===== config.mk =====
export PLATFORM = sky130hd
export DESIGN_NAME = flv_stream_demuxer
export DESIGN_NICKNAME = d
export VERILOG_FILES = /design/src/sv/flv_dmx_pkg.sv /design/src/sv/flv_stream_demuxer.sv
export SDC_FILE = /design/constraint.sdc
export NUM_CORES = 1
export LEC_CHECK = 0
export BUFFER_PORTS_ARGS = -buffer_cell sky130_fd_sc_hd__buf_2
export CORE_AREA = 2 2 130 132
export DETAILED_ROUTE_END_ITERATION = 12
export DIE_AREA = 0 0 132 134
export PLACE_DENSITY_LB_ADDON = 0.25
export SLEW_MARGIN = 20
export SYNTH_ARGS = -nofsm -noshare
export SYNTH_HDL_FRONTEND = slang
export SYNTH_SLANG_ARGS = --single-unit

===== constraint.sdc =====
create_clock -name clock -period 5.2 [get_ports clock]
set_clock_uncertainty 0.2 [all_clocks]
set_input_delay 1.04 -clock clock [delete_from_list [all_inputs] [get_ports clock]]
set_output_delay 1.04 -clock clock [all_outputs]
set_load 0.005 [all_outputs]

===== src/sv/flv_dmx_pkg.sv =====
`timescale 1ns / 1ps
// ----------------------------------------------------------------------------
// flv_dmx_pkg
// Shared constants for the FLV stream demuxer: phase codes, byte roles,
// error codes, tag types and section lengths.
// ----------------------------------------------------------------------------
package flv_dmx_pkg;

   // parse phase codes
   localparam logic [2:0] PH_HDR  = 3'd0;
   localparam logic [2:0] PH_PREV = 3'd1;
   localparam logic [2:0] PH_TAG  = 3'd2;
   localparam logic [2:0] PH_SUB  = 3'd3;
   localparam logic [2:0] PH_PAY  = 3'd4;
   localparam logic [2:0] PH_ERR  = 3'd5;

   // byte roles on the result channel
   localparam logic [2:0] ROLE_FILE_HDR = 3'd0;
   localparam logic [2:0] ROLE_PREV     = 3'd1;
   localparam logic [2:0] ROLE_TAG_HDR  = 3'd2;
   localparam logic [2:0] ROLE_SUB_HDR  = 3'd3;
   localparam logic [2:0] ROLE_PAYLOAD  = 3'd4;
   localparam logic [2:0] ROLE_IGNORED  = 3'd5;

   // error codes
   localparam logic [2:0] ERR_NONE      = 3'd0;
   localparam logic [2:0] ERR_SIGNATURE = 3'd1;
   localparam logic [2:0] ERR_NO_MEDIA  = 3'd2;
   localparam logic [2:0] ERR_BAD_TYPE  = 3'd3;
   localparam logic [2:0] ERR_ENCRYPTED = 3'd4;
   localparam logic [2:0] ERR_TOO_SHORT = 3'd5;

   // signature
   localparam logic [7:0] SIG_F = 8'h46;
   localparam logic [7:0] SIG_L = 8'h4C;
   localparam logic [7:0] SIG_V = 8'h56;

   // tag types and codec
   localparam logic [4:0] KIND_AUDIO = 5'd8;
   localparam logic [4:0] KIND_VIDEO = 5'd9;
   localparam logic [4:0] KIND_META  = 5'd18;
   localparam logic [3:0] CODEC_AVC  = 4'd7;

   // section lengths
   localparam int FILE_HDR_LEN = 9;
   localparam int TAG_HDR_LEN  = 11;
   localparam int PREV_LEN     = 4;
   localparam int AVC_SUB_LEN  = 5;

   // byte index within the file header holding the media flags
   localparam logic [3:0] HDR_FLAGS_IDX = 4'd4;

endpackage


===== src/sv/flv_stream_demuxer.sv =====
`timescale 1ns / 1ps
// ----------------------------------------------------------------------------
// flv_stream_demuxer
// Byte-wide FLV demultiplexer: header check, tag header decode, media
// sub-header decode and payload pass-through with a sticky error state.
// ----------------------------------------------------------------------------
// One word in gives one word out. For each accepted byte, the parse state
// (phase, byte counter, payload countdown and the current tag's fields) is
// updated by one layer of compares and shifts, and the result lands in an
// output register. A new byte is accepted in every cycle while the output
// register is empty or being drained in that same cycle, so the sustained
// rate is one byte per clock; the only stall comes from the result side
// holding rsp_ready low. After an error every further byte is reported
// with the ignored role until reset.
// ----------------------------------------------------------------------------
module flv_stream_demuxer (
   input  logic               clock,
   input  logic               reset,
   // input words
   input  logic               req_valid,
   output logic               req_ready,
   input  logic [7:0]         req_data_byte,
   // result words
   output logic               rsp_valid,
   input  logic               rsp_ready,
   output logic [2:0]         rsp_byte_role,
   output logic [7:0]         rsp_payload_byte,
   output logic [4:0]         rsp_tag_kind,
   output logic [23:0]        rsp_body_size,
   output logic [31:0]        rsp_time_stamp,
   output logic [23:0]        rsp_stream_number,
   output logic [7:0]         rsp_media_flags,
   output logic [7:0]         rsp_avc_kind,
   output logic signed [23:0] rsp_composition_offset,
   output logic               rsp_tag_end,
   output logic [2:0]         rsp_error_code,
   output logic [1:0]         rsp_stream_flags
);

   // last-byte indices or lengths of the sections, as counter values
   localparam logic [3:0] HDR_LAST  = 4'(flv_dmx_pkg::FILE_HDR_LEN - 1);
   localparam logic [3:0] TAG_LAST  = 4'(flv_dmx_pkg::TAG_HDR_LEN - 1);
   localparam logic [3:0] PREV_CNT  = 4'(flv_dmx_pkg::PREV_LEN);
   localparam logic [3:0] AVC_LAST  = 4'(flv_dmx_pkg::AVC_SUB_LEN - 1);
   localparam logic [23:0] AVC_LEN  = 24'(flv_dmx_pkg::AVC_SUB_LEN);

   // parse state
   logic [2:0]  phase_ff,   phase_in;
   logic [3:0]  cnt_ff,     cnt_in;
   logic [23:0] left_ff,    left_in;
   logic [4:0]  kind_ff,    kind_in;
   logic        enc_ff,     enc_in;
   logic [23:0] size_ff,    size_in;
   logic [31:0] time_ff,    time_in;
   logic [23:0] stream_ff,  stream_in;
   logic [7:0]  media_ff,   media_in;
   logic [7:0]  avck_ff,    avck_in;
   logic [23:0] comp_ff,    comp_in;
   logic [2:0]  err_ff,     err_in;
   logic [1:0]  flags_ff,   flags_in;

   // output register
   logic        rsp_valid_ff;
   logic [2:0]  role_ff;
   logic [7:0]  byte_ff;
   logic        end_ff;

   logic        accept;
   logic [7:0]  b;
   logic [3:0]  cnt_inc;
   logic [2:0]  role;
   logic        tag_end;
   logic        bad_sig;
   logic        known_kind;
   logic        avc_video;
   logic [23:0] left_after_one;
   logic [23:0] left_after_avc;
   logic [23:0] left_dec;

   // skid-free output stage: refill when empty or draining
   assign req_ready = !rsp_valid_ff || rsp_ready;
   assign accept    = req_valid && req_ready;
   assign b         = req_data_byte;
   assign cnt_inc   = cnt_ff + 4'd1;

   assign left_after_one = size_ff - 24'd1;
   assign left_after_avc = size_ff - AVC_LEN;
   assign left_dec       = left_ff - 24'd1;

   // signature byte mismatch on one of the first three header bytes
   assign bad_sig = (cnt_ff == 4'd0 && b != flv_dmx_pkg::SIG_F) ||
                    (cnt_ff == 4'd1 && b != flv_dmx_pkg::SIG_L) ||
                    (cnt_ff == 4'd2 && b != flv_dmx_pkg::SIG_V);

   // type byte was latched on the first tag header byte
   assign known_kind = (kind_ff == flv_dmx_pkg::KIND_AUDIO) ||
                       (kind_ff == flv_dmx_pkg::KIND_VIDEO) ||
                       (kind_ff == flv_dmx_pkg::KIND_META);

   assign avc_video = (kind_ff == flv_dmx_pkg::KIND_VIDEO) &&
                      (b[3:0] == flv_dmx_pkg::CODEC_AVC);

   // ---------------------------------------------------------------------
   // next-state logic for one byte
   // ---------------------------------------------------------------------
   always_comb begin
      phase_in  = phase_ff;
      cnt_in    = cnt_ff;
      left_in   = left_ff;
      kind_in   = kind_ff;
      enc_in    = enc_ff;
      size_in   = size_ff;
      time_in   = time_ff;
      stream_in = stream_ff;
      media_in  = media_ff;
      avck_in   = avck_ff;
      comp_in   = comp_ff;
      err_in    = err_ff;
      flags_in  = flags_ff;
      tag_end   = 1'b0;
      role      = flv_dmx_pkg::ROLE_IGNORED;

      unique case (phase_ff)
         flv_dmx_pkg::PH_HDR: begin
            role   = flv_dmx_pkg::ROLE_FILE_HDR;
            cnt_in = cnt_inc;
            if (bad_sig) begin
               err_in   = flv_dmx_pkg::ERR_SIGNATURE;
               phase_in = flv_dmx_pkg::PH_ERR;
               cnt_in   = 4'd0;
            end else if (cnt_ff == flv_dmx_pkg::HDR_FLAGS_IDX) begin
               // audio flag is bit 2, video flag bit 0
               flags_in = {b[2], b[0]};
               if (!(b[2] || b[0])) begin
                  err_in   = flv_dmx_pkg::ERR_NO_MEDIA;
                  phase_in = flv_dmx_pkg::PH_ERR;
                  cnt_in   = 4'd0;
               end
            end else if (cnt_ff >= HDR_LAST) begin
               phase_in = flv_dmx_pkg::PH_PREV;
               cnt_in   = 4'd0;
            end
         end

         flv_dmx_pkg::PH_PREV: begin
            role   = flv_dmx_pkg::ROLE_PREV;
            cnt_in = cnt_inc;
            if (cnt_inc >= PREV_CNT) begin
               phase_in = flv_dmx_pkg::PH_TAG;
               cnt_in   = 4'd0;
            end
         end

         flv_dmx_pkg::PH_TAG: begin
            role   = flv_dmx_pkg::ROLE_TAG_HDR;
            cnt_in = cnt_inc;
            // field capture, big-endian shift-in
            priority if (cnt_ff == 4'd0) begin
               enc_in    = b[5];
               kind_in   = b[4:0];
               size_in   = '0;
               time_in   = '0;
               stream_in = '0;
               media_in  = '0;
               avck_in   = '0;
               comp_in   = '0;
            end else if (cnt_ff <= 4'd3) begin
               size_in = {size_ff[15:0], b};
            end else if (cnt_ff <= 4'd6) begin
               time_in = {time_ff[31:24], time_ff[15:0], b};
            end else if (cnt_ff == 4'd7) begin
               time_in = {b, time_ff[23:0]};
            end else begin
               stream_in = {stream_ff[15:0], b};
            end
            // checks on the last tag header byte
            if (cnt_ff >= TAG_LAST) begin
               cnt_in = 4'd0;
               priority if (!known_kind) begin
                  err_in   = flv_dmx_pkg::ERR_BAD_TYPE;
                  phase_in = flv_dmx_pkg::PH_ERR;
               end else if (kind_in == flv_dmx_pkg::KIND_META) begin
                  priority if (enc_in) begin
                     err_in   = flv_dmx_pkg::ERR_ENCRYPTED;
                     phase_in = flv_dmx_pkg::PH_ERR;
                  end else if (size_in == 24'd0) begin
                     phase_in = flv_dmx_pkg::PH_PREV;
                     tag_end  = 1'b1;
                  end else begin
                     left_in  = size_in;
                     phase_in = flv_dmx_pkg::PH_PAY;
                  end
               end else if (size_in == 24'd0) begin
                  err_in   = flv_dmx_pkg::ERR_TOO_SHORT;
                  phase_in = flv_dmx_pkg::PH_ERR;
               end else begin
                  phase_in = flv_dmx_pkg::PH_SUB;
               end
            end
         end

         flv_dmx_pkg::PH_SUB: begin
            role   = flv_dmx_pkg::ROLE_SUB_HDR;
            cnt_in = cnt_inc;
            priority if (cnt_ff == 4'd0) begin
               media_in = b;
               priority if (avc_video) begin
                  if (size_ff < AVC_LEN) begin
                     err_in   = flv_dmx_pkg::ERR_TOO_SHORT;
                     phase_in = flv_dmx_pkg::PH_ERR;
                     cnt_in   = 4'd0;
                  end
               end else if (enc_ff) begin
                  err_in   = flv_dmx_pkg::ERR_ENCRYPTED;
                  phase_in = flv_dmx_pkg::PH_ERR;
                  cnt_in   = 4'd0;
               end else begin
                  // one-byte sub-header done
                  cnt_in  = 4'd0;
                  left_in = left_after_one;
                  if (left_after_one == 24'd0) begin
                     phase_in = flv_dmx_pkg::PH_PREV;
                     tag_end  = 1'b1;
                  end else begin
                     phase_in = flv_dmx_pkg::PH_PAY;
                  end
               end
            end else if (cnt_ff == 4'd1) begin
               avck_in = b;
            end else begin
               comp_in = {comp_ff[15:0], b};
               if (cnt_ff >= AVC_LAST) begin
                  cnt_in = 4'd0;
                  if (enc_ff) begin
                     err_in   = flv_dmx_pkg::ERR_ENCRYPTED;
                     phase_in = flv_dmx_pkg::PH_ERR;
                  end else begin
                     left_in = left_after_avc;
                     if (left_after_avc == 24'd0) begin
                        phase_in = flv_dmx_pkg::PH_PREV;
                        tag_end  = 1'b1;
                     end else begin
                        phase_in = flv_dmx_pkg::PH_PAY;
                     end
                  end
               end
            end
         end

         flv_dmx_pkg::PH_PAY: begin
            role    = flv_dmx_pkg::ROLE_PAYLOAD;
            left_in = left_dec;
            if (left_dec == 24'd0) begin
               phase_in = flv_dmx_pkg::PH_PREV;
               cnt_in   = 4'd0;
               tag_end  = 1'b1;
            end
         end

         default: begin
            // sticky error: everything holds
            role = flv_dmx_pkg::ROLE_IGNORED;
         end
      endcase
   end

   // ---------------------------------------------------------------------
   // parse state registers
   // ---------------------------------------------------------------------
   always_ff @(posedge clock) begin
      if (reset) begin
         phase_ff  <= flv_dmx_pkg::PH_HDR;
         cnt_ff    <= '0;
         left_ff   <= '0;
         kind_ff   <= '0;
         enc_ff    <= 1'b0;
         size_ff   <= '0;
         time_ff   <= '0;
         stream_ff <= '0;
         media_ff  <= '0;
         avck_ff   <= '0;
         comp_ff   <= '0;
         err_ff    <= flv_dmx_pkg::ERR_NONE;
         flags_ff  <= '0;
      end else if (accept) begin
         phase_ff  <= phase_in;
         cnt_ff    <= cnt_in;
         left_ff   <= left_in;
         kind_ff   <= kind_in;
         enc_ff    <= enc_in;
         size_ff   <= size_in;
         time_ff   <= time_in;
         stream_ff <= stream_in;
         media_ff  <= media_in;
         avck_ff   <= avck_in;
         comp_ff   <= comp_in;
         err_ff    <= err_in;
         flags_ff  <= flags_in;
      end
   end

   // ---------------------------------------------------------------------
   // result word register
   // ---------------------------------------------------------------------
   always_ff @(posedge clock) begin
      if (reset) begin
         rsp_valid_ff <= 1'b0;
      end else if (accept) begin
         rsp_valid_ff <= 1'b1;
      end else if (rsp_ready) begin
         rsp_valid_ff <= 1'b0;
      end
   end

   always_ff @(posedge clock) begin
      if (accept) begin
         role_ff <= role;
         byte_ff <= b;
         end_ff  <= tag_end;
      end
   end

   // tag fields show the state after the byte, so they come from the
   // state registers, which load in step with the result word
   assign rsp_valid              = rsp_valid_ff;
   assign rsp_byte_role          = role_ff;
   assign rsp_payload_byte       = byte_ff;
   assign rsp_tag_kind           = kind_ff;
   assign rsp_body_size          = size_ff;
   assign rsp_time_stamp         = time_ff;
   assign rsp_stream_number      = stream_ff;
   assign rsp_media_flags        = media_ff;
   assign rsp_avc_kind           = avck_ff;
   assign rsp_composition_offset = signed'(comp_ff);
   assign rsp_tag_end            = end_ff;
   assign rsp_error_code         = err_ff;
   assign rsp_stream_flags       = flags_ff;

   // ---------------------------------------------------------------------
   // assertions
   // ---------------------------------------------------------------------
   // error state is left only by reset
   a_err_sticky: assert property (@(posedge clock) disable iff (reset)
      phase_ff == flv_dmx_pkg::PH_ERR |=> phase_ff == flv_dmx_pkg::PH_ERR)
      else $error("error phase left without reset");

   // error code set exactly when parked in the error phase
   a_err_code: assert property (@(posedge clock) disable iff (reset)
      (err_ff != flv_dmx_pkg::ERR_NONE) == (phase_ff == flv_dmx_pkg::PH_ERR))
      else $error("error code and phase disagree");

   // a tag never ends on an erroring or ignored word
   a_end_clean: assert property (@(posedge clock) disable iff (reset)
      rsp_valid && rsp_tag_end |->
         rsp_error_code == flv_dmx_pkg::ERR_NONE &&
         rsp_byte_role != flv_dmx_pkg::ROLE_IGNORED)
      else $error("tag end flagged with error");

   // payload phase always has bytes left
   a_pay_left: assert property (@(posedge clock) disable iff (reset)
      phase_ff == flv_dmx_pkg::PH_PAY |-> left_ff != 24'd0)
      else $error("payload phase with empty countdown");

endmodule

==> Yosys cells after proc, flatten, opt, wreduce, memory -nomap -nowiden <==
Cells that the tools add are included.
{ "totals": {"output_inout_bits": 144, "wordCells": 214, "regBits": 175, "in_bits": 12} }
{ "op_classes": {"eq_ne": 43, "magnitude_cmp": 7, "addsub": 4, "n_mux": 104, "n_reduce_logical": 37, "bitwise_logic": 1} }
{ "ops": {"columns": ["cell", "n"], "rows": [
  ["$mux W24", 21],
  ["$mux W32", 4],
  ["$mux W3", 34],
  ["$logic_not A24 Y1", 4],
  ["$pmux W24 S3", 1],
  ["$mux W4", 12],
  ["$pmux W24 S2", 1],
  ["$sub A24 B1 Y24 const B", 2],
  ["$mux W8", 4],
  ["$pmux W8 S2", 2],
  ["$ne A2 B2 Y1 const B", 15],
  ["$pmux W3 S5", 2],
  ["$lt A24 B3 Y1 const B", 1],
  ["$ne A8 B7 Y1 const B", 3],
  ["$sub A24 B3 Y24 const B", 1],
  ["$ne A3 B3 Y1 const B", 7],
  ["$ne A4 B4 Y1 const B", 5],
  ["$pmux W4 S5", 1],
  ["$reduce_and A10 Y1", 2],
  ["$reduce_and A5 Y1", 4],
  ["$mux W1", 18],
  ["$eq A4 B3 Y1 const B", 3],
  ["$reduce_and A12 Y1", 1],
  ["$reduce_and A4 Y1", 3],
  ["other kinds (26)", 45]
]} }

==> Longest topological paths before layout <==
Gate-level depths: netlist (run 1).
{ "logic_depth": {"ltp_word": 11, "mapped_depth": 13, "depth_no_buf": 10} }

==> Least setup slack after synthesis (run 1) <==
Ideal clock, no wire load.
{ "synth_timing": {"path_kind": "input to register", "start": "input req_data_byte[4]", "end": "register cnt_ff[3]", "t_arrival_ns": 2.854, "slack_ns": 2.075, "path_buffers": 1, "path_stages": 9, "setup_ns": 0.071, "t_required_ns": 4.929, "path_cell_list": "clkbuf_1 > nor4b_1 > a31oi_1 > a31oi_1 > a21oi_1 > nor3_1 > a31oi_1 > a311o_1 > a21oi_1"} }
{ "synth_between": {"elab_chain_len": 6, "word_cells_on_any_way": 10, "classes_between": "eq/ne (3); mux (2); reduce/logical (5)"} }
{ "synth_rtl": {"columns": ["element", "line", "rtl"], "rows": [
  ["start: declaration", "flv_stream_demuxer.sv:22", "input logic [7:0] req_data_byte,"],
  ["$ne A8 B7 Y1 (on tied branches)", "flv_stream_demuxer.sv:91, flv_stream_demuxer.sv:92", null],
  ["$logic_and A1 B1 Y1 (on tied branches)", "flv_stream_demuxer.sv:91, flv_stream_demuxer.sv:92", null],
  ["$logic_or A1 B1 Y1", "flv_stream_demuxer.sv:91", "assign bad_sig = (cnt_ff == 4'd0 && b != flv_dmx_pkg::SIG_F) ||"],
  ["$logic_or A1 B1 Y1 *", "flv_stream_demuxer.sv:92", "(cnt_ff == 4'd1 && b != flv_dmx_pkg::SIG_L) ||"],
  ["$mux W4 *", "flv_stream_demuxer.sv:127", "if (bad_sig) begin"],
  ["$pmux W4 S5 *", "flv_stream_demuxer.sv:123", "unique case (phase_ff)"],
  ["end signal: assignment", "flv_stream_demuxer.sv:287", "cnt_ff <= cnt_in;"],
  ["end: declaration", "flv_stream_demuxer.sv:49", "logic [3:0] cnt_ff, cnt_in;"]
]} }
Every way passes the cells marked *; elsewhere a longest branch is shown, timed or not.
A chain may end at the register's enable or synchronous reset.

==> Worst setup path in the final report (run 1) <==
{ "layout_timing": {"start": "register cnt_ff[3]", "end": "register left_ff[9]"} }
{ "layout_between": {"elab_chain_len": 10, "word_cells_on_any_way": 31, "classes_between": "order compare (3); eq/ne (11); mux (14); reduce/logical (3)"} }
{ "layout_rtl": {"columns": ["element", "line", "rtl"], "rows": [
  ["$le A4 B2 Y1", "flv_stream_demuxer.sv:167", "end else if (cnt_ff <= 4'd3) begin"],
  ["$mux W24", "flv_stream_demuxer.sv:167", null],
  ["$mux W24", "flv_stream_demuxer.sv:158", "priority if (cnt_ff == 4'd0) begin"],
  ["$mux W24", "flv_stream_demuxer.sv:123", null],
  ["$mux W24", "flv_stream_demuxer.sv:186", "end else if (size_in == 24'd0) begin"],
  ["$mux W24", "flv_stream_demuxer.sv:183", "priority if (enc_in) begin"],
  ["$mux W24", "flv_stream_demuxer.sv:182", "end else if (kind_in == flv_dmx_pkg::KIND_META) begin"],
  ["$mux W24", "flv_stream_demuxer.sv:179", "priority if (!known_kind) begin"],
  ["$mux W24", "flv_stream_demuxer.sv:177", "if (cnt_ff >= TAG_LAST) begin"],
  ["$pmux W24 S3", "flv_stream_demuxer.sv:123", null],
  ["end signal: assignment", "flv_stream_demuxer.sv:288", "left_ff <= left_in;"],
  ["end: declaration", "flv_stream_demuxer.sv:50", "logic [23:0] left_ff, left_in;"]
]} }
Several ways; a longest one is shown, not always the timed one. The select of a mux whose other input is x is not followed.

==> flow_summary_export.csv, run 1 <==
group,metric,value,unit
run_status,status,"finished clean",
global_route,grt_max_degree,70,
floorplanning,chipWidth,132,microns
floorplanning,die_area,17700,sq um
routing,drt_wl_total,29.6,mm
setup_path,ff2ff_setup_slack,1160,ps
routing,ant_nets,0,
sta,setup_violations,0,
logic_synthesis,synthCells,1246,
clocking,cts_buffers,17,
sta,slew_headroom,30.3,%
setup_path,cp.buffers_inverters,0,
floorplanning,initial_core_util,58.9,%
logic_synthesis,synth-seq-cells,175,
finish,nets,1335,
global_route,grt_usage,32.5,%
setup_path,worst-r2r-cell-count,8,
finish,seqCellArea,3620,sq um
finish,multi_input_area,5410,sq um
logic_synthesis,async_flop_share,0,%
global_route,antenna_found_initial,0,
run,drv_cap,0,
setup_path,crit_family,"simple AND/OR/NAND/NOR gates",
power_and_ir_drop,p_total,4.45,mW
clocking,clockBufferDepth,2,
sta,timing.setup.tns,0,ps
logic_synthesis,synth_top_area_share,34.0,%
sta,slew_viol_final,0,
power_and_ir_drop,ir_drop,0.256,mV
setup_path,crit_end,"left_ff[9]",
clocking,cts.sinks,175,
setup_path,path_depth,8,
global_route,grt.overflow.total,0,
clocking,cts_htree_levels,4,
floorplanning,ios,156,
routing,drc_errors,0,
placement,port_buffers,155,
setup_path,path_class,"flip-flop to flip-flop",
sta,grt_setup_unrepaired,"false",
floorplanning,rows,47,
finish,nFillCells,1407,
setup_path,endpoint_kind,"flip-flop",
setup_path,crit_chain,"or2_1, o21ai_1, a2111oi_2, nand4_2, a21oi_2, or2_1, nor2_1, a31o_1",
clocking,cts_tree,"built",
clocking,cts-root-buf,"clkbuf_16",
setup_path,path_common_cell,"or2_1",
clocking,clk_latency,430,ps
routing,drt_iter0_markers,1317,
logic_synthesis,syn_area,9600,sq um
logic_synthesis,synth_ff_type,"dfxtp_1",
finish,drive_gt1_share,18.1,%
setup_path,setup.worst_path.start,"cnt_ff[3]",
setup_path,crit_fanout,27,
logic_synthesis,synth_warnings,0,
setup_path,cpMaxStageDelayCell,"dfxtp_1",
floorplanning,die_h,134,microns
logic_synthesis,yosysMostFrequentCell,"dfxtp_1",
power_and_ir_drop,leakage,4.33,nW
logic_synthesis,synth_area_leaders,"dfxtp_1 (34%), a21oi_1 (7.9%), nand2_1 (5.6%)",
setup_path,worstSetupStartpointType,"flip-flop",
routing,drtPass1Iterations,6,
logic_synthesis,synth.distinct_cells,86,
clocking,cts_resized,0,
logic_synthesis,yosysTopAreaCell,"dfxtp_1",
logic_synthesis,synth_top_cells_by_count,"dfxtp_1 (163), a21oi_1 (151), nand2_1 (143)",
finish,area_delta_synth_final,13.9,%
setup_path,rr_endpoint,"left_ff[9]",
finish,antenna_cells,0,
setup_path,max_stage_delay,890,ps
worst_hold_path,worstHoldPathType,"flip-flop to flip-flop",
logic_synthesis,synth_edf_count,12,
sta,period_share,77.7,%
clocking,path_clk_slew,80,ps
logic_synthesis,synthesis.nets,1266,
clocking,cts_hold_buffers,0,
clocking,post-cts-setup-buffers,0,
setup_path,timing.rr.start,"cnt_ff[3]",
logic_synthesis,yosysSeqAreaShare,37.7,%
sta,worst_pin_slew,1050,ps
routing,viasPerCell,6.34,
routing,avgRoutedWirePerCell,19.1,microns
floorplanning,core_region_area,16300,sq um
logic_synthesis,syn_avg_cell_area,7.70,sq um
placement,gp_congestion,0.994,
sta,finalCriticalPeriod,4040,ps
placement,pre_cts_ws,1270,ps
setup_path,crit_required,5330,ps
placement,dp_hpwl,20.1,mm
global_route,grt_pass1_vias,8525,
power_and_ir_drop,pwr_density_cell,407,nW/um^2
routing,vias,9811,
sta,fmax,0.247,GHz
sta,fin_ws,1160,ps
sta,finalHoldViolCount,0,
setup_path,arrival,4170,ps
global_route,grt_pass1_wl,46.5,mm
-- how the worst min path moves through the flow --
| stage | startpoint | to | slack [ps] | cells after the start |
|---|---|---|---|---|
| floorplan | rsp_time_stamp[16] | rsp_time_stamp[16] | 250 | 2 |
| global placement | rsp_time_stamp[21] | rsp_time_stamp[21] | 240 | 2 |
| detailed placement | rsp_time_stamp[27] | rsp_time_stamp[27] | 240 | 2 |
| CTS | rsp_time_stamp[27] | rsp_time_stamp[27] | 250 | 2 |
| global route | rsp_time_stamp[31] | rsp_time_stamp[31] | 260 | 2 |
| finish | rsp_time_stamp[22] | rsp_time_stamp[22] | 250 | 2 |
-- flip-flops by register name, summed over array words and instances, names as in the netlist --
signal	count
left_ff	24
rsp_valid	1
rsp_time_stamp	32
rsp_media_flags	8
rsp_composition_offset	24
rsp_tag_end	1
rsp_error_code	3
rsp_byte_role	3
rsp_avc_kind	8
rsp_stream_flags	2
rsp_payload_byte	8
cnt_ff	4
rsp_stream_number	24
rsp_tag_kind	5
phase_ff	3
enc_ff	1
rsp_body_size	24
-- cells in the final DEF (no fill, tap or decap), types with 6 or more instances in the layout --
cell,instances
a22oi_1,25
o21ai_0,30
nor4_1,18
o21a_1,6
edfxtp_1,12
ha_1,8
or3_1,8
nor4b_1,12
and3_1,18
o21ai_1,6
a211oi_1,23
a31o_1,7
buf_4,15
nand2b_1,9
xor2_1,18
o22ai_1,16
inv_1,23
xnor2_1,20
dfxtp_1,163
nor2_1,116
or2_2,9
buf_2,154
nand4_1,12
nand2_1,143
nor3_1,45
nand3_1,83
a31oi_1,11
nor3b_1,14
clkbuf_16,19
a21oi_1,151
-- kinds of logic (layout without fill, tap and decap cells) --
family / count (synthesis) / after routing / synth area share (%)
compound gates: 337 / 337 / 22.2
xor+xnor: 38 / 38 / 3.47
fa+ha+maj: 10 / 10 / 1.25
buf+inv: 143 / 225 / 6.01
flops: 175 / 175 / 37.7
mux: 4 / 4 / 0.417
simple gates: 539 / 539 / 28.9
-- layer usage --
metal | GRT usage (%) | vias up | share of wire [%]
li1 | - | 4633 | -
met1 | 47.8 | 4573 | 44
met2 | 47.6 | 551 | 44
met3 | 7.33 | 54 | 9.9
met4 | 9.84 | 0 | 2.0
met5 | 0 | - | 0
-- power by group --
part	leakage [nW]	total, mW	switching (mW)	internal (mW)
Combinational	2.58	1.56	1.01	0.550
Sequential	1.43	1.52	0.106	1.41
Clock	0.318	1.38	0.614	0.761
-- worst min-delay path: stages, from the launching register on --
cell and delay [ps]:
dfxtp_1 310, nand2_1 50, a21oi_1 50
-- area by class of cell --
type / count / area share, %
clock inverter: 12 / 1.45
tap: 220 / 2.52
sequential: 175 / 33.1
timing repair buffer: 169 / 8.08
multi-input combinational: 928 / 49.5
clock buffer: 20 / 4.47
inverter: 24 / 0.824
-- metrics by stage --
stage               utilization [%]  cell area (sq um)  instances  hold slack (ps)
floorplan                         -               9600       1246              248
detailed placement             63.1              10300       1516              240
finish                         67.1              10900       1548              251
global placement               63.1              10300       1516              238
global route                   67.1              10900       1548              261
CTS                            67.1              10900       1548              250
Note: power is estimated with default switching activity, not from simulation.
==> inputs of run 2 (changes only) <==
ABC_AREA = 1   (was not set)
CORE_AREA = 2 2 135 137   (was 2 2 130 132)
DIE_AREA = 0 0 137 139   (was 0 0 132 134)
clock period = 4.04 ns   (was 5.2 ns; I/O delays follow)
==> run 2 against run 1 <==
Effect of this change:
- critical path depth is 9 higher
- wire length is 13% higher
- clock power is 22% higher
- maximum frequency is 17% higher
- critical endpoint is now rsp_error_code[2]
- largest cell class unchanged
==> flow_summary_export.csv, run 2 <==
group,metric,value,unit
run_status,status,"finished clean",
setup_path,crit_required,4170,ps
routing,ant_nets,0,
routing,drc_errors,0,
finish,layout_common_cells,"nand2_1 (324), nor2_1 (240), a21oi_1 (170)",
clocking,cts.sinks,175,
global_route,grt_pass1_vias,9669,
finish,final_common_cell,"nand2_1",
power_and_ir_drop,p_seq_share,22.8,%
clocking,cts_htree_levels,4,
sta,fin_ws,574,ps
logic_synthesis,synth_top_cells_by_count,"nand2_1 (324), nor2_1 (240), a21oi_1 (170)",
worst_hold_path,worstHoldPathType,"flip-flop to flip-flop",
routing,vias,11100,
routing,avgRoutedWirePerCell,18.0,microns
floorplanning,initial_core_util,55.7,%
sta,fmax,0.289,GHz
global_route,antenna_found_initial,0,
run,drv_cap,0,
setup_path,rr_endpoint,"rsp_error_code[2]",
setup_path,max_stage_delay,560,ps
placement,gp_congestion,1.07,
clocking,cts_tree,"built",
global_route,busiest_layer,"met1",
power_and_ir_drop,ir_drop,0.636,mV
routing,drt_iter0_markers,1491,
setup_path,cpMaxStageDelayCell,"nor2_1",
power_and_ir_drop,swShare,54.6,%
global_route,grt_usage,34.7,%
logic_synthesis,synth_ff_type,"dfxtp_1",
finish,antenna_cells,0,
finish,nFillCells,1664,
global_route,grt_max_degree,78,
finish,area_delta_synth_final,14.8,%
finish,fin_cells,1864,
logic_synthesis,syn_area,9830,sq um
logic_synthesis,synthesis.nets,1527,
sta,finalCriticalPeriod,3470,ps
sta,worst_pin_slew,814,ps
setup_path,worstSetupStartpointType,"flip-flop",
logic_synthesis,syn_avg_cell_area,6.52,sq um
power_and_ir_drop,p_sw,5.47,mW
worst_hold_path,worstHoldPathCells,2,
routing,viasPerCell,5.93,
logic_synthesis,async_flop_share,0,%
floorplanning,die_area,19000,sq um
routing,drt_wl_total,33.5,mm
clocking,cts_buffers,17,
logic_synthesis,synthCells,1507,
floorplanning,chipWidth,137,microns
logic_synthesis,synth_edf_count,12,
placement,place_area,10700,sq um
sta,slew_viol_final,0,
sta,grt_setup_unrepaired,"false",
logic_synthesis,synth_area_leaders,"dfxtp_1 (33%), nand2_1 (12%), nor2_1 (9.2%)",
setup_path,path_common_cell,"nand2_1",
global_route,grt.overflow.total,0,
clocking,clk_latency,440,ps
clocking,clockBufferDepth,2,
global_route,met1_usage,52.1,%
power_and_ir_drop,pwr_density_cell,887,nW/um^2
setup_path,crit_fanout,8,
placement,port_buffers,155,
placement,dp_cells,1832,
setup_path,crit_chain,"inv_1, ha_1, inv_1, nand2_1, nand2_1, nor2_1, nand3_1, o21ai_1, nand2_1, nor2_1, nand2_1, nor2_1, nand2_1, inv_2, nand2_1, nand2_1, nor2_1",
clocking,cts-root-buf,"clkbuf_16",
sta,timing.setup.tns,0,ps
routing,drtPass1Iterations,6,
power_and_ir_drop,p_int,4.54,mW
power_and_ir_drop,p_comb_share,60.4,%
global_route,gr-usage-met2,48.8,%
floorplanning,die_h,139,microns
placement,dp_hpwl,24.2,mm
logic_synthesis,synth_top_area_share,33.2,%
finish,drive_gt1_share,14.6,%
power_and_ir_drop,power_frac_clock,16.9,%
clocking,cts_hold_buffers,0,
finish,postLayoutCellArea,11300,sq um
clocking,path_clk_slew,70,ps
sta,finalHoldViolCount,0,
global_route,grt_use_met3,9.03,%
finish,largest_reg_flops,32,
logic_synthesis,yosysMostFrequentCell,"nand2_1",
logic_synthesis,synth-seq-cells,175,
clocking,post-cts-setup-buffers,0,
sta,slew_headroom,45.8,%
setup_path,timing.rr.start,"rsp_body_size[0]",
setup_path,setup.worst_path.start,"rsp_body_size[0]",
logic_synthesis,synth.distinct_cells,45,
setup_path,crit_end,"rsp_error_code[2]",
sta,setup_violations,0,
clocking,cts_resized,0,
logic_synthesis,yosysTopAreaCell,"dfxtp_1",
floorplanning,rows,49,
setup_path,endpoint_kind,"flip-flop",
placement,pre_cts_ws,792,ps
setup_path,ff2ff_setup_slack,570,ps
finish,nets,1642,
setup_path,path_class,"flip-flop to flip-flop",
logic_synthesis,synth_warnings,0,
global_route,grt_pass1_wl,52.2,mm
power_and_ir_drop,leakage,5.24,nW
setup_path,worst-r2r-cell-count,17,
floorplanning,ios,156,
setup_path,arrival,3600,ps
sta,period_share,85.8,%
logic_synthesis,yosysSeqAreaShare,36.9,%
floorplanning,core_region_area,17700,sq um
==> run 2: cell types whose count changed after synthesis, sizes merged, moves of 35 or more <==
cell	before	now
clkbuf	93	49
inv	23	120
nand2	143	329
nor2	118	249
nor3	51	16
o21ai	38	130
==> run 2: final cells by class <==
cell class / count / area (sq um) / area share (%)
Timing Repair Buffer: 172 / 903 / 8.00
Sequential cell: 175 / 3620 / 32.1
Multi-Input combinational cell: 1134 / 5400 / 47.8
Tap cell: 229 / 287 / 2.54
Clock inverter: 14 / 169 / 1.50
Clock buffer: 18 / 450 / 3.99
Inverter: 122 / 460 / 4.08
==> run 2: worst min-delay path by stage <==
stage,start,end,slack (ps)
floorplan,rsp_stream_number[16],rsp_stream_number[16],260
global placement,rsp_stream_number[21],rsp_stream_number[21],250
detailed placement,rsp_stream_number[16],rsp_stream_number[16],250
CTS,rsp_stream_number[16],rsp_stream_number[16],260
global route,rsp_stream_number[20],rsp_stream_number[20],280
finish,rsp_stream_number[21],rsp_stream_number[21],260
==> run 2: power by group through the flow <==
| stage | clock network [mW] | logic [mW] | registers [mW] |
|---|---|---|---|
| floorplan | 0 | 4.18 | 2.21 |
| global placement | 0 | 5.71 | 2.29 |
| detailed placement | 0 | 5.70 | 2.30 |
| CTS | 1.70 | 5.77 | 2.26 |
| global route | 1.77 | 6.54 | 2.31 |
| finish | 1.69 | 6.04 | 2.28 |
==> run 2: critical path: cells and delay by family (launching register included) <==
family / cells / cell delay (ps)
DFF: 1 / 390
adders and majority gates: 1 / 230
AOI/OAI and AO/OA: 1 / 430
and+or+nand+nor: 12 / 1760
buffers and inverters: 3 / 350
==> run 2: cells by family (layout without fill, tap and decap cells) <==
| group | after synthesis | count (layout) | share of synthesized area (%) |
|---|---|---|---|
| AO/OA/AOI/OAI | 351 | 351 | 19.3 |
| buffers and inverters | 198 | 326 | 8.30 |
| AND/OR/NAND/NOR | 750 | 750 | 32.3 |
| adder cells (fa/ha/maj) | 8 | 8 | 1.02 |
| flip-flops | 175 | 175 | 36.9 |
| XOR/XNOR | 25 | 25 | 2.23 |
==> run 2: metal layers <==
metal | share of wire [%] | routed length [microns] | vias up
met5 | 0 | 0 | -
li1 | - | - | 5255
met3 | 13 | 4190 | 60
met4 | 2.0 | 670 | 0
met2 | 42 | 14000 | 682
met1 | 44 | 14700 | 5059
==> run 2: stage by stage <==
stage	power [mW]	util [%]	hold slack (ps)
finish	10.0	63.9	261
global route	10.6	63.9	276
CTS	9.73	63.9	263
detailed placement	8.00	60.4	252
global placement	8.00	60.4	247
floorplan	6.39	-	257
==> inputs of run 3 (changes only) <==
CELL_PAD_IN_SITES_DETAIL_PLACEMENT = 0   (was not set)
CELL_PAD_IN_SITES_GLOBAL_PLACEMENT = 1   (was not set)
CORE_AREA = 2 2 160 162   (was 2 2 135 137)
DIE_AREA = 0 0 162 164   (was 0 0 137 139)
==> run 3 against run 2 <==
Effect of this change:
- non-clock buffer count increased by 1
- worst setup slack better by 130 ps
- count of clock-buffer cells in the layout fell by 1
- sequential share of layout area decreased by 0.49 points
- combinational power decreased by 3%
- via count decreased by 2.4%
- critical path depth down 1
- power shrank 1.0%
- global-route usage fell by 8.0 points
==> flow_summary_export.csv, run 3 (synthesis results as in run 2) <==
group,metric,value,unit
power_and_ir_drop,leakage,5.25,nW
floorplanning,die_h,164,microns
placement,gp_congestion,0.960,
clocking,cts-root-buf,"clkbuf_16",
run,drv_cap,0,
sta,setup_violations,0,
finish,antenna_cells,0,
placement,dp_cells,1934,
clocking,post-cts-setup-buffers,0,
routing,drt_wl_total,36.0,mm
floorplanning,ios,156,
sta,period_share,82.5,%
sta,grt_setup_unrepaired,"false",
finish,multi_input_area,5400,sq um
routing,vias,10800,
placement,place_area,10800,sq um
placement,dp_hpwl,26.4,mm
power_and_ir_drop,pwr_density_cell,864,nW/um^2
sta,finalHoldViolCount,0,
finish,area_delta_synth_final,16.6,%
routing,viasPerCell,5.49,
clocking,cts_tree,"built",
routing,wl_met2,16.3,mm
global_route,grt.overflow.total,0,
floorplanning,core_region_area,24800,sq um
sta,finalCriticalPeriod,3330,ps
routing,highest_layer,"met4",
floorplanning,rows,58,
sta,timing.setup.tns,0,ps
finish,final_common_cell,"nand2_1",
sta,worst_pin_slew,844,ps
sta,slew_headroom,43.7,%
clocking,clk_latency,440,ps
finish,nets,1643,
setup_path,path_class,"flip-flop to flip-flop",
clocking,cts_resized,0,
power_and_ir_drop,p_total,9.90,mW
global_route,antenna_found_initial,0,
global_route,grt_max_degree,78,
clocking,cts_buffers,17,
global_route,grt_pass1_wl,55.0,mm
finish,post-route-util,46.2,%
finish,fin_cells,1966,
finish,seqCellArea,3620,sq um
clocking,path_clk_slew,90,ps
finish,postLayoutCellArea,11500,sq um
worst_hold_path,worstHoldPathType,"flip-flop to flip-flop",
floorplanning,initial_core_util,39.6,%
routing,drc_errors,0,
power_and_ir_drop,ir_drop,0.359,mV
clocking,cts_htree_levels,4,
routing,avgRoutedWirePerCell,18.3,microns
clocking,cts_hold_buffers,0,
setup_path,crit_required,4210,ps
routing,ant_nets,0,
setup_path,crit_fanout,35,
floorplanning,die_area,26600,sq um
run_status,status,"finished clean",
global_route,grt_pass1_vias,9583,
setup_path,endpoint_kind,"flip-flop",
sta,fmax,0.300,GHz
routing,drt_iter0_markers,1154,
clocking,cts.sinks,175,
finish,layout_common_cells,"nand2_1 (324), nor2_1 (240), a21oi_1 (170)",
floorplanning,chipWidth,162,microns
finish,nFillCells,2674,
clocking,clockBufferDepth,2,
setup_path,arrival,3500,ps
placement,port_buffers,155,
global_route,grt_usage,26.7,%
finish,drive_gt1_share,14.7,%
setup_path,worstSetupStartpointType,"flip-flop",
routing,met3_length,2.11,mm
sta,slew_viol_final,0,
finish,largest_reg_flops,32,
routing,met1Wirelength,16.8,mm
routing,drtPass1Iterations,6,
-- run 3: cell types whose count changed in the layout (fill, tap and decap cells not counted), sizes merged --
cell / change
inv: +1
buf: +1
clkbuf: -1
-- run 3: final timing paths --
path | start | to | slack, ps | depth (start not counted)
max | cnt_ff[2] | left_ff[19] | 710 | 16
min | rsp_stream_number[16] | rsp_stream_number[16] | 260 | 2
max reg2reg | cnt_ff[2] | left_ff[19] | 710 | 16
min reg2reg | rsp_stream_number[16] | rsp_stream_number[16] | 260 | 2
-- run 3: stage by stage --
step                hold WS (ps)  setup WS [ps]
floorplan                    257           1450
global placement             246            851
detailed placement           252            776
CTS                          266            753
global route                 280            372
finish                       261            706
-- run 3: routing by layer --
layer,GRT usage [%],vias up
met5,0,-
met4,7.28,0
met3,3.69,61
met2,42.4,392
met1,37.9,5078
li1,-,5260
-- run 3: worst max-delay path, stage by stage, from the launching register on --
cell and delay, ps:
dfxtp_1 390, nor2_2 180, buf_4 320, nand2_2 290, inv_2 280, nand2_1 80
o21ai_1 110, nand2_1 80, nor3_2 240, nand2_1 120, clkinv_1 80, nand2_1 80
nand2_2 80, nand2_4 130, inv_4 310, o21ai_1 110, a21oi_1 160
-- run 3: final cells by class --
class                      instances  area share, %
clock buffer                      17           3.71
clock inverter                    15           1.84
inverter                         122           4.02
multi-input combinational       1134           47.1
sequential                       175           31.6
tap                              330           3.60
timing repair buffer             173           8.16
-- run 3: power breakdown --
group / internal [mW] / total, mW / leakage, nW / switching [mW]
Sequential: 1.98 / 2.28 / 1.44 / 0.295
Combinational: 1.70 / 5.85 / 3.51 / 4.15
Clock: 0.863 / 1.78 / 0.305 / 0.916
